==> config.mk <==
export PLATFORM = sky130hd
export DESIGN_NAME = shuffled_lehmer_random_generator_flat
export DESIGN_NICKNAME = d
export VERILOG_FILES = /design/src/slrg_pkg.sv /design/src/slrg_if.sv /design/src/shuffled_lehmer_random_generator.sv /design/src/slrg_controller.sv /design/src/slrg_datapath.sv /design/src/flat_wrapper.sv
export SDC_FILE = /design/constraint.sdc
export NUM_CORES = 2
export LEC_CHECK = 0
export BUFFER_PORTS_ARGS = -buffer_cell sky130_fd_sc_hd__clkbuf_2
export CORE_MARGIN = 5
export CORE_UTILIZATION = 65
export DETAILED_ROUTE_END_ITERATION = 10
export GPL_TIMING_DRIVEN = 0
export PLACE_DENSITY_LB_ADDON = 0.08
export SYNTH_ARGS = -nofsm -noshare
export SYNTH_HDL_FRONTEND = slang
export SYNTH_HIERARCHICAL = 1
export SYNTH_SLANG_ARGS = --single-unit
==> constraint.sdc <==
create_clock -name clk -period 27.7 [get_ports clk]
set_input_delay 4.155 -clock clk [delete_from_list [all_inputs] [get_ports clk]]
set_output_delay 4.155 -clock clk [all_outputs]
set_load 0.02 [all_outputs]
==> src/slrg_pkg.sv <==
// ----------------------------------------------------------------------------
// slrg_pkg
// Shared types, constants and the Lehmer step for the shuffled generator.
// ----------------------------------------------------------------------------
package slrg_pkg;

  localparam int VALUE_W = 31;
  localparam int MULT_W  = 15;
  localparam int PROD_W  = VALUE_W + MULT_W;

  localparam logic [MULT_W-1:0]  LEHMER_MULT = 15'd16807;
  localparam logic [VALUE_W-1:0] LEHMER_MOD  = 31'h7FFF_FFFF;
  localparam int WARMUP_EXTRA = 8;

  // configuration space
  localparam int PADDR_W  = 3;
  localparam int PDATA_W  = 32;
  localparam int REG_SEED = 0;
  localparam logic [VALUE_W-1:0] SEED_RESET = 31'd1;

  typedef struct packed {
    logic load_seed;
    logic seed_step;
    logic draw;
    logic result_load;
  } slrg_cmd_t;

  typedef struct packed {
    logic seed_last;
  } slrg_status_t;

  // x * 16807 mod (2^31 - 1), folded as a Mersenne residue
  function automatic logic [VALUE_W-1:0] lehmer_step(input logic [VALUE_W-1:0] x);
    logic [PROD_W-1:0] prod;
    logic [VALUE_W:0]  fold;
    prod = PROD_W'(x) * PROD_W'(LEHMER_MULT);
    fold = (VALUE_W+1)'(prod[VALUE_W-1:0]) + (VALUE_W+1)'(prod[PROD_W-1:VALUE_W]);
    if (fold >= (VALUE_W+1)'(LEHMER_MOD)) begin
      fold = fold - (VALUE_W+1)'(LEHMER_MOD);
    end
    return fold[VALUE_W-1:0];
  endfunction

endpackage

==> src/slrg_if.sv <==
// ----------------------------------------------------------------------------
// slrg_if
// Request and response channels of the shuffled generator.
// ----------------------------------------------------------------------------
interface slrg_req_if;
  logic valid;
  logic ready;
  logic reseed;

  modport source (output valid, output reseed, input ready);
  modport sink   (input valid, input reseed, output ready);
endinterface

interface slrg_rsp_if;
  logic                         valid;
  logic                         ready;
  logic [slrg_pkg::VALUE_W-1:0] value;

  modport source (output valid, output value, input ready);
  modport sink   (input valid, input value, output ready);
endinterface

==> src/shuffled_lehmer_random_generator.sv <==
// ----------------------------------------------------------------------------
// shuffled_lehmer_random_generator
// Minimal-standard Lehmer generator behind a Bays-Durham shuffle table.
// ----------------------------------------------------------------------------
// Flow: a taken request goes through the draw state (registered table read)
//   and then the result state (result load), which waits while the output
//   stalls; the next request can be taken as the result loads. A reseed (or
//   the first request after reset) first seeds the table, stepping once per cycle.
// Reset: clears control state and sets seed to 1; the first request seeds.
// ----------------------------------------------------------------------------
module shuffled_lehmer_random_generator #(
  parameter int TABLE_SIZE = 32
) (
  input  logic                         clk,
  input  logic                         rst,
  slrg_req_if.sink                     req,
  slrg_rsp_if.source                   rsp,
  input  logic                         psel,
  input  logic                         penable,
  input  logic                         pwrite,
  input  logic [slrg_pkg::PADDR_W-1:0] paddr,
  input  logic [slrg_pkg::PDATA_W-1:0] pwdata,
  output logic [slrg_pkg::PDATA_W-1:0] prdata,
  output logic                         pready
);
  import slrg_pkg::*;

  logic [VALUE_W-1:0] seed;
  logic               seed_sel;
  slrg_cmd_t          cmd;
  slrg_status_t       status;

  // Register space: one word per register, bit 2 of paddr picks the word.
  // Only the seed word exists; other words read as zero and drop writes.
  assign seed_sel = (paddr[PADDR_W-1:2] == (PADDR_W-2)'(REG_SEED));
  assign pready   = 1'b1;
  assign prdata   = seed_sel ? PDATA_W'(seed) : '0;

  always_ff @(posedge clk) begin
    if (rst) begin
      seed <= SEED_RESET;
    end else if (psel && penable && pwrite && pready && seed_sel) begin
      seed <= pwdata[VALUE_W-1:0];
    end
  end

  // Controller: accepts an item, decides whether to seed first, then walks
  // draw and result states; the result register lets the next item in while
  // a finished value still waits downstream.
  slrg_controller u_controller (
    .clk       (clk),
    .rst       (rst),
    .in_valid  (req.valid),
    .in_reseed (req.reseed),
    .in_ready  (req.ready),
    .out_valid (rsp.valid),
    .out_ready (rsp.ready),
    .cmd       (cmd),
    .status    (status)
  );

  // Datapath: generator register, shuffle table, slot select, result value.
  slrg_datapath #(
    .TABLE_SIZE (TABLE_SIZE)
  ) u_datapath (
    .clk    (clk),
    .cmd    (cmd),
    .status (status),
    .seed   (seed),
    .value  (rsp.value)
  );

endmodule

==> src/slrg_controller.sv <==
// ----------------------------------------------------------------------------
// slrg_controller
// Sequencer for seeding, drawing and handing off one item at a time.
// ----------------------------------------------------------------------------
module slrg_controller (
  input  logic                   clk,
  input  logic                   rst,
  input  logic                   in_valid,
  input  logic                   in_reseed,
  output logic                   in_ready,
  output logic                   out_valid,
  input  logic                   out_ready,
  output slrg_pkg::slrg_cmd_t    cmd,
  input  slrg_pkg::slrg_status_t status
);
  import slrg_pkg::*;

  typedef enum logic [3:0] {
    ST_IDLE   = 4'b0001,
    ST_SEED   = 4'b0010,
    ST_DRAW   = 4'b0100,
    ST_RESULT = 4'b1000
  } state_t;

  state_t state, state_next;
  logic   seeded;
  logic   out_free;

  assign out_free = !out_valid || out_ready;

  always_comb begin
    state_next = state;
    cmd        = '0;
    in_ready   = 1'b0;
    case (state)
      ST_IDLE: begin
        in_ready = 1'b1;
      end
      ST_SEED: begin
        cmd.seed_step = 1'b1;
        if (status.seed_last) begin
          state_next = ST_DRAW;
        end
      end
      ST_DRAW: begin
        cmd.draw   = 1'b1;
        state_next = ST_RESULT;
      end
      ST_RESULT: begin
        // hold the finished value until the output register frees up
        if (out_free) begin
          cmd.result_load = 1'b1;
          in_ready        = 1'b1;
          state_next      = ST_IDLE;
        end
      end
      default: begin
        state_next = ST_IDLE;
      end
    endcase
    if (in_valid && in_ready) begin
      if (in_reseed || !seeded) begin
        cmd.load_seed = 1'b1;
        state_next    = ST_SEED;
      end else begin
        state_next = ST_DRAW;
      end
    end
  end

  always_ff @(posedge clk) begin
    if (rst) begin
      state     <= ST_IDLE;
      seeded    <= 1'b0;
      out_valid <= 1'b0;
    end else begin
      state <= state_next;
      if (cmd.seed_step && status.seed_last) begin
        seeded <= 1'b1;
      end
      if (cmd.result_load) begin
        out_valid <= 1'b1;
      end else if (out_ready) begin
        out_valid <= 1'b0;
      end
    end
  end

endmodule

==> src/slrg_datapath.sv <==
// ----------------------------------------------------------------------------
// slrg_datapath
// Lehmer generator, shuffle table memory, slot selection and result register.
// ----------------------------------------------------------------------------
module slrg_datapath #(
  parameter int TABLE_SIZE = 32
) (
  input  logic                         clk,
  input  slrg_pkg::slrg_cmd_t          cmd,
  output slrg_pkg::slrg_status_t       status,
  input  logic [slrg_pkg::VALUE_W-1:0] seed,
  output logic [slrg_pkg::VALUE_W-1:0] value
);
  import slrg_pkg::*;

  localparam int IDX_W      = $clog2(TABLE_SIZE);
  localparam int SEED_STEPS = TABLE_SIZE + WARMUP_EXTRA;
  localparam int CNT_W      = $clog2(SEED_STEPS + 1);
  localparam longint SlotDiv = 1 + (longint'(LEHMER_MOD) - 1) / TABLE_SIZE;

  logic [VALUE_W-1:0] gen;
  logic [VALUE_W-1:0] gen_next;
  logic [VALUE_W-1:0] seed_fixed;
  logic [VALUE_W-1:0] last_output;
  logic [VALUE_W-1:0] rd_data;
  logic [CNT_W-1:0]   cnt;
  logic [CNT_W-1:0]   cnt_m1;
  logic [IDX_W-1:0]   slot;
  logic [IDX_W-1:0]   waddr;
  logic               we;
  logic [TABLE_SIZE:0] ge;
  logic [VALUE_W-1:0] mem [TABLE_SIZE];

  assign gen_next = lehmer_step(gen);
  // a seed that would lock the generator loads as one
  assign seed_fixed = (seed == '0 || seed == LEHMER_MOD) ? VALUE_W'(1) : seed;
  assign cnt_m1 = cnt - CNT_W'(1);
  assign status.seed_last = (cnt == CNT_W'(1));

  // slot = last_output / SlotDiv via constant thresholds (thermometer code)
  assign ge[0]          = 1'b1;
  assign ge[TABLE_SIZE] = 1'b0;
  for (genvar k = 1; k < TABLE_SIZE; k++) begin : g_thr
    localparam longint Thr = k * SlotDiv;
    assign ge[k] = ({1'b0, last_output} >= (VALUE_W+1)'(Thr));
  end

  always_comb begin
    slot = '0;
    for (int k = 0; k < TABLE_SIZE; k++) begin
      if (ge[k] && !ge[k+1]) begin
        slot = slot | IDX_W'(k);
      end
    end
  end

  // seeding fills from the highest slot down; a draw refills the slot it read
  assign waddr = cmd.draw ? slot : cnt_m1[IDX_W-1:0];
  assign we    = cmd.draw || (cmd.seed_step && cnt_m1 < CNT_W'(TABLE_SIZE));

  always_ff @(posedge clk) begin
    if (we) begin
      mem[waddr] <= gen_next;
    end
    if (cmd.draw) begin
      rd_data <= mem[slot];
    end
  end

  always_ff @(posedge clk) begin
    if (cmd.load_seed) begin
      gen <= seed_fixed;
      cnt <= CNT_W'(SEED_STEPS);
    end else if (cmd.seed_step) begin
      gen <= gen_next;
      cnt <= cnt_m1;
    end else if (cmd.draw) begin
      gen <= gen_next;
    end
    if (cmd.seed_step && status.seed_last) begin
      last_output <= gen_next;
    end else if (cmd.result_load) begin
      last_output <= rd_data;
    end
    if (cmd.result_load) begin
      value <= rd_data;
    end
  end

endmodule

==> src/flat_wrapper.sv <==
// flat-port wrapper written by rule: the top's interface ports become plain ports
module shuffled_lehmer_random_generator_flat import slrg_pkg::*;
#(
  parameter int TABLE_SIZE = 32
)
  (clk, rst, psel, penable, pwrite, paddr, pwdata, prdata, pready, req_valid, req_reseed, req_ready, rsp_valid, rsp_value, rsp_ready);
  slrg_req_if req_i ();
  slrg_rsp_if rsp_i ();
  input  logic clk;
  input  logic rst;
  input  logic psel;
  input  logic penable;
  input  logic pwrite;
  input  logic [slrg_pkg::PADDR_W-1:0] paddr;
  input  logic [slrg_pkg::PDATA_W-1:0] pwdata;
  output logic [slrg_pkg::PDATA_W-1:0] prdata;
  output logic pready;
  input wire logic [$bits(req_i.valid)-1:0] req_valid;
  input wire logic [$bits(req_i.reseed)-1:0] req_reseed;
  output wire logic [$bits(req_i.ready)-1:0] req_ready;
  output wire logic [$bits(rsp_i.valid)-1:0] rsp_valid;
  output wire logic [$bits(rsp_i.value)-1:0] rsp_value;
  input wire logic [$bits(rsp_i.ready)-1:0] rsp_ready;
  assign req_i.valid = req_valid;
  assign req_i.reseed = req_reseed;
  assign req_ready = req_i.ready;
  assign rsp_valid = rsp_i.valid;
  assign rsp_value = rsp_i.value;
  assign rsp_i.ready = rsp_ready;
  shuffled_lehmer_random_generator #(.TABLE_SIZE(TABLE_SIZE)) u_core (.clk(clk), .rst(rst), .req(req_i), .rsp(rsp_i), .psel(psel), .penable(penable), .pwrite(pwrite), .paddr(paddr), .pwdata(pwdata), .prdata(prdata), .pready(pready));
endmodule
[Word level (Yosys, flattened, before mapping)]
Memories as Yosys holds them, arrays and structs flattened. A register that Yosys moved wholly into a read port is not among the register bits.
Index checks and enable logic that the tools add are counted.
Storage, ports and cells
  memories kept: 1
  input bits: 43
  flip-flop bits (word level): 136
  memory bits (writable): 992
  output and inout bits: 66
  word-level logic and storage cells: 210
Memories
  u_core.u_datapath.mem: depth 32, bits a word 31, read ports 1, clocked after Yosys merged registers in 1, wr ports 1, line slrg_datapath.sv:32  | logic [VALUE_W-1:0] mem [TABLE_SIZE];
Operators by class
  bitwise operators: 1
  $add $sub $neg: 3
  muxes and demuxes: 74
  reduce and logical (&&, ||, !) cells: 80
  equal/unequal tests: 9
  $mul: 1
  magnitude comparators: 33
Operators with widths (number)
  $ge 31x31->1 const B: 16
  $mux 31: 14
  $ge 31x30->1 const B: 8
  $ge 31x29->1 const B: 4
  $mux 5: 17
  $ge 31x28->1 const B: 2
  $mux 4: 14
  $mul 31x15->46 const B: 1
  $logic_and 1x1->1: 36
  $add 31x15->32: 1
  $ge 32x31->1 const B: 1
  $logic_not 1->1: 32
  $eq 31x31->1 const B: 1
  $ge 31x27->1 const B: 1
  $logic_not 31->1: 1
  $sub 31x31->31 const B: 1
  $mux 1: 18
  $pmux 4 s4: 1
  $mux 3: 5
  $mux 6: 2
  $reduce_bool 2->1: 4
  $eq 6x1->1 const B: 1
  $lt 6x6->1 const B: 1
  $ne 3x3->1 const B: 2
  12 further kinds: 17

[Depth between registers and ports, before layout]
  word-level depth: 35
  mapped depth: 43
  gate-level depth less buffers: 40

[Modules after synthesis]
Netlist, hierarchy kept.
By module, submodules not included
  slrg_datapath: cells each 2843, area each 51050.2 µm², times used 1, seq. area each 32851.5 µm²
  shuffled_lehmer_random_generator: cells each 173, area each 1647.8 µm², times used 1, seq. area each 620.6 µm²
  slrg_controller: cells each 42, area each 336.6 µm², times used 1, seq. area each 120.1 µm²

[Worst setup path after synthesis]
Ideal clock, no wire load.
  kind: register -> register
  start: register u_core.u_datapath.gen[25]
  end: register u_core.u_datapath.gen[13], data pin
  library setup time: 134 ps
  buffers on the path: 0
  data required time: 27566 ps
  arrival time: 10696 ps
  setup slack: 16870 ps
  period minus slack after synthesis: 10830 ps
  cell stages (with the launch flop): 40
  cells stage by stage: edfxtp_1 -> inv_1 -> fa_1 -> inv_1 -> ha_1 -> inv_1 -> fa_1 -> inv_1 -> fa_1 -> fa_1 -> inv_1 -> fa_1 -> inv_1 -> ha_1 -> a21o_1 -> a211oi_1 -> inv_1 -> or3_1 -> [... 4 more ...] -> a21oi_1 -> o41ai_1 -> or4b_2 -> o211ai_1 -> ha_1 -> o21a_1 -> nor2_1 -> nor2b_1 -> o21ai_0 -> a2bb2oi_4 -> and3_1 -> or4b_1 -> a211o_1 -> a221oi_2 -> o2111ai_2 -> a2111oi_2 -> xor2_1 -> a22o_1
Between the ends
  cells in the longest elaborated chain, start to end: 10
  elaborated cells on any way between the ends: 11
  classes of those cells: add/sub: 2; mul: 1; order compare: 1; mux: 7
RTL lines
  from (decl): line slrg_datapath.sv:21  | logic [VALUE_W-1:0] gen;
  from (signal assigned): line slrg_datapath.sv:72  | gen <= seed_fixed;
  from (signal assigned): line slrg_datapath.sv:75  | gen <= gen_next;
  from (signal assigned): line slrg_datapath.sv:78  | gen <= gen_next;
  $mul 31x15->46 *: line slrg_pkg.sv:36  | prod = PROD_W'(x) * PROD_W'(LEHMER_MULT);
  $add 31x15->32 *: line slrg_pkg.sv:37  | fold = (VALUE_W+1)'(prod[VALUE_W-1:0]) + (VALUE_W+1)'(prod[PROD_W-1:VALUE_W]);
  $sub 31x31->31 / $ge 32x31->1 (equally long branches): line slrg_pkg.sv:39, slrg_pkg.sv:38
  $mux 31 *: line slrg_pkg.sv:38  | if (fold >= (VALUE_W+1)'(LEHMER_MOD)) begin
  named net u_core.u_datapath.gen_next[13]: line slrg_datapath.sv:22  | logic [VALUE_W-1:0] gen_next;
  $mux 31: line slrg_datapath.sv:77  | end else if (cmd.draw) begin
  $mux 31: line slrg_datapath.sv:74  | end else if (cmd.seed_step) begin
  $mux 31: line slrg_datapath.sv:71  | if (cmd.load_seed) begin
  $mux 31 *: line slrg_datapath.sv:74
  $mux 31 * (2 in series): line slrg_datapath.sv:71
Mark *: on every way through the listed nets, which the timed path passes. The rest lies on a longest branch. The select of a mux whose other input is x is not followed.
A chain may end at the register's enable or synchronous reset.

[Final worst setup path]
  start: register u_core.u_datapath.gen[9]
  end: memory u_core.u_datapath.mem[12][19], data pin
Between the ends
  cells in the longest elaborated chain, start to end: 4
  elaborated cells on any way between the ends: 5
  classes of those cells: add/sub: 2; mul: 1; order compare: 1; mux: 1
RTL lines (line)
  $mul 31x15->46 *: slrg_pkg.sv:36
  $add 31x15->32 *: slrg_pkg.sv:37
  $sub 31x31->31 / $ge 32x31->1 (equally long branches): slrg_pkg.sv:39, slrg_pkg.sv:38
  $mux 31 *: slrg_pkg.sv:38
  named net u_core.u_datapath.gen_next[19]: slrg_datapath.sv:22
  to (decl): slrg_datapath.sv:32
Mark *: on every way through the listed nets, which the timed path passes. The rest lies on a longest branch.

==> summary.md <==
| Metric | Value |
|---|---|
| Outcome | `finished, final reports clean` |
| Simple-gate portion of the synthesized area | `0.0433` |
| CP endpoint kind | `flip-flop` |
| Register-to-register setup slack | `14.41 ns` |
| Resize count post-CTS | `0` |
| Min Tclk post-route | `13.29 ns` |
| Post-CTS setup buffer count | `0` |
| Main synth FF type | `edfxtp_1` |
| CP max stage cell | `o41ai_1` |
| Commonest non-fill, non-tap cell in the layout | `edfxtp_1` |
| Site row count | `104` |
| RSZ-0062 raised after global routing | `no` |
| Worst setup SP type | `flip-flop` |
| Post-route cell area | `59600 um^2` |
| # hold bufs at CTS | `0` |
| Syn_nets | `3440` |
| Critical path capture point | `u_core/u_datapath/mem[12][19]` |
| Slew Viols, Final | `0` |
| DRC violation total after the first TritonRoute iteration | `3699` |
| Fin Setup TNS | `0 ns` |
| Clk pin slew, worst setup/hold paths | `0.06 ns` |
| Grt met1 use | `0.425` |
| Worst Min Path Start | `u_core/u_datapath/rd_data[9]` |
| RR Startpoint | `u_core/u_datapath/gen[9]` |
| # port buffers | `103` |
| Hold Crit Class | `flip-flop to flip-flop` |
| Worst slew margin | `0.0279` |
| Clock skew | `0.0746 ns` |
| Crit share post-route | `0.480` |
| Xor/xnor cell area share of the yosys netlist | `0.0144` |
| Post-synth EDFFs | `1090` |
| Die Ht | `296 um` |
| H-tree Lvls | `3` |
| Req. time, crit path | `28.06 ns` |
| Share of cells above drive strength 1 | `0.216` |
| Max cap viols | `0` |
| Average wire per standard cell | `31.6 um` |
| Worst Path Arrival | `13.65 ns` |
| Adder-cell share of the synthesized area | `0.0989` |
| Worst stage delay on the critical path | `0.74 ns` |
| Skew-Pair Late Insertion Delay | `0.70 ns` |
| Initial Util | `0.657` |
| Drt via density | `6.69` |
| Yosys warnings | `6` |
| Crit path launch | `u_core/u_datapath/gen[9]` |
| Final Hold Viols | `0` |
| Pre-CTS setup slack | `14.54 ns` |
| Vias post-DR | `29862` |
| Synth top area share | `0.617` |
| Leading cell types in the layout, fill and taps excluded | `edfxtp_1, mux4_2, inv_1` |
| Antenna Nets Post-Route | `0` |
| Chip width | `296 um` |
| I/O Pins | `109` |
| CTS tree | `yes` |
| First-pass GRT wire length | `207000 um` |
| Critical path type | `flip-flop to flip-flop` |
| Synth cell types | `88` |
| Post-synth top area cell | `edfxtp_1` |
| F_max | `75.3 MHz` |
| WL final | `141000 um` |
| # nets final | `3696` |
| Met2 GRT Util | `0.567` |
| Critical path fanouts, max | `18` |
| Congestion Overflow GR | `0` |
| Syn avg cell area | `17.3 um^2` |
| Largest family of logic cells by synthesized area | `multiplexers` |
| Pre-Repair DR Iteration Count | `8` |
| Cell mode on critical path | `inv_1` |
| Most Crowded Layer GR | `met2` |
| Synth area leaders | `edfxtp_1, mux4_2, fa_1` |
| Largest net degree at the start of global routing | `35` |
| Clk root buf | `clkbuf_16` |
| Post-Place Cell Area | `56100 um^2` |
| R2R Path End | `u_core/u_datapath/mem[12][19]` |
| Worst-margin pin slew | `1.46 ns` |
| Placer Congestion | `0.933` |
| CORE AREA | `80700 um^2` |
| Mux cell area share after synthesis | `0.145` |
| Vias in the first global route | `30950` |
| Asr flop ratio synth | `0` |
| Initial antenna violation count | `5` |
| Filler cell count | `4611` |
| Layout area overhead | `12.5%` |
| Post-synthesis sequential area ratio | `0.633` |
| Worst-case reg-to-reg path depth | `42` |
| DPL Wire Length | `95200 um` |
| Gr usage total | `0.329` |
| Endpoints failing setup | `0` |
| Final setup margin | `14.41 ns` |
| #FFs+latches synth | `1133` |
| Gate Count Post-Synth | `3058` |
| Max clock buf depth | `3` |
| Total die area | `87400 um^2` |
| Non-Filler Instances | `4466` |
| Post-synthesis compound-gate area fraction | `0.0326` |
| Cts bufs inserted | `107` |
| Met3 usage | `0.0646` |
| Placed insts | `4262` |
| Area of the mapped netlist | `53000 um^2` |
| Drt drc | `0` |
| CTS Sinks | `1133` |
==> cell type report <==
type | instances | area (um^2) | area share
Sequential cell | 1133 | 33600 | 0.563
Inverter | 310 | 1160 | 0.0195
Antenna cell | 1 | 2.50 | 0.0000420
Timing Repair Buffer | 147 | 1460 | 0.0244
Tap cell | 1060 | 1330 | 0.0222
Clock buffer | 138 | 2860 | 0.0479
Multi-Input combinational cell | 1497 | 18100 | 0.303
Clock inverter | 62 | 629 | 0.0106
Buffer | 118 | 522 | 0.00875
==> synth_stat cells (34+ instances only) <==
library cell and number:
clkbuf_1 85, mux4_2 310, edfxtp_1 1090, o21ai_0 36
a21oi_1 60, xnor2_1 56, mux2i_1 34, mux2_2 35
inv_1 309, fa_1 134, nor2b_1 37, dfxtp_1 43
nand2_1 88, ha_1 205, nor2_1 106, nand2b_1 79
==> worst min path at each step <==
stage	endpoint	slack, ns	cells after the start
floorplan	u_core/u_datapath/value[0]	0.40	0
global placement	u_core/u_datapath/value[6]	0.40	0
detailed placement	u_core/u_datapath/value[25]	0.40	0
CTS	u_core/u_datapath/value[9]	0.41	0
global route	u_core/u_datapath/value[21]	0.43	0
finish	u_core/u_datapath/value[9]	0.41	0
==> sequential cells by signal (all words and copies together) (netlist names), 4 cells and up <==
signal / count
u_core/u_datapath/mem: 992
u_core/u_datapath/last_output: 5
u_core/u_datapath/cnt: 6
u_core/u_datapath/gen: 31
u_core/seed: 31
u_core/u_datapath/value: 31
u_core/u_datapath/rd_data: 31
u_core/u_controller/state: 4
==> worst max-delay path, delay by kind of cell (launching register included) <==
family,cells,cell delay [ns]
AOI/OAI and AO/OA,17,4.88
adders and majority gates,8,3.34
buffers and inverters,9,1.73
DFF,1,0.58
and+or+nand+nor,8,2.44
==> per-layer routing <==
| metal | vias to the layer above | part of all wire |
|---|---|---|
| met1 | 15395 | 0.35 |
| met5 | - | 0.00020 |
| li1 | 12247 | - |
| met3 | 360 | 0.097 |
| met2 | 1854 | 0.51 |
| met4 | 6 | 0.044 |
==> metrics by stage <==
step	util	hold slack, ns
final	0.739	0.412
after global routing	0.739	0.428
after CTS	0.739	0.409
after detailed placement	0.695	0.405
after global placement	0.680	0.404
after floorplan	-	0.400
==> cell families after synthesis <==
| kind of cell | after synthesis |
|---|---|
| flops | 1133 |
| simple gates | 444 |
| buf+inv | 428 |
| mux | 379 |
| fa+ha+maj | 339 |
| compound gates | 246 |
| xor+xnor | 87 |
| other cells | 2 |
Power is left out: the tool's default activity adds up to more than one toggle a clock period on the data nets, which glitch-free logic cannot reach.
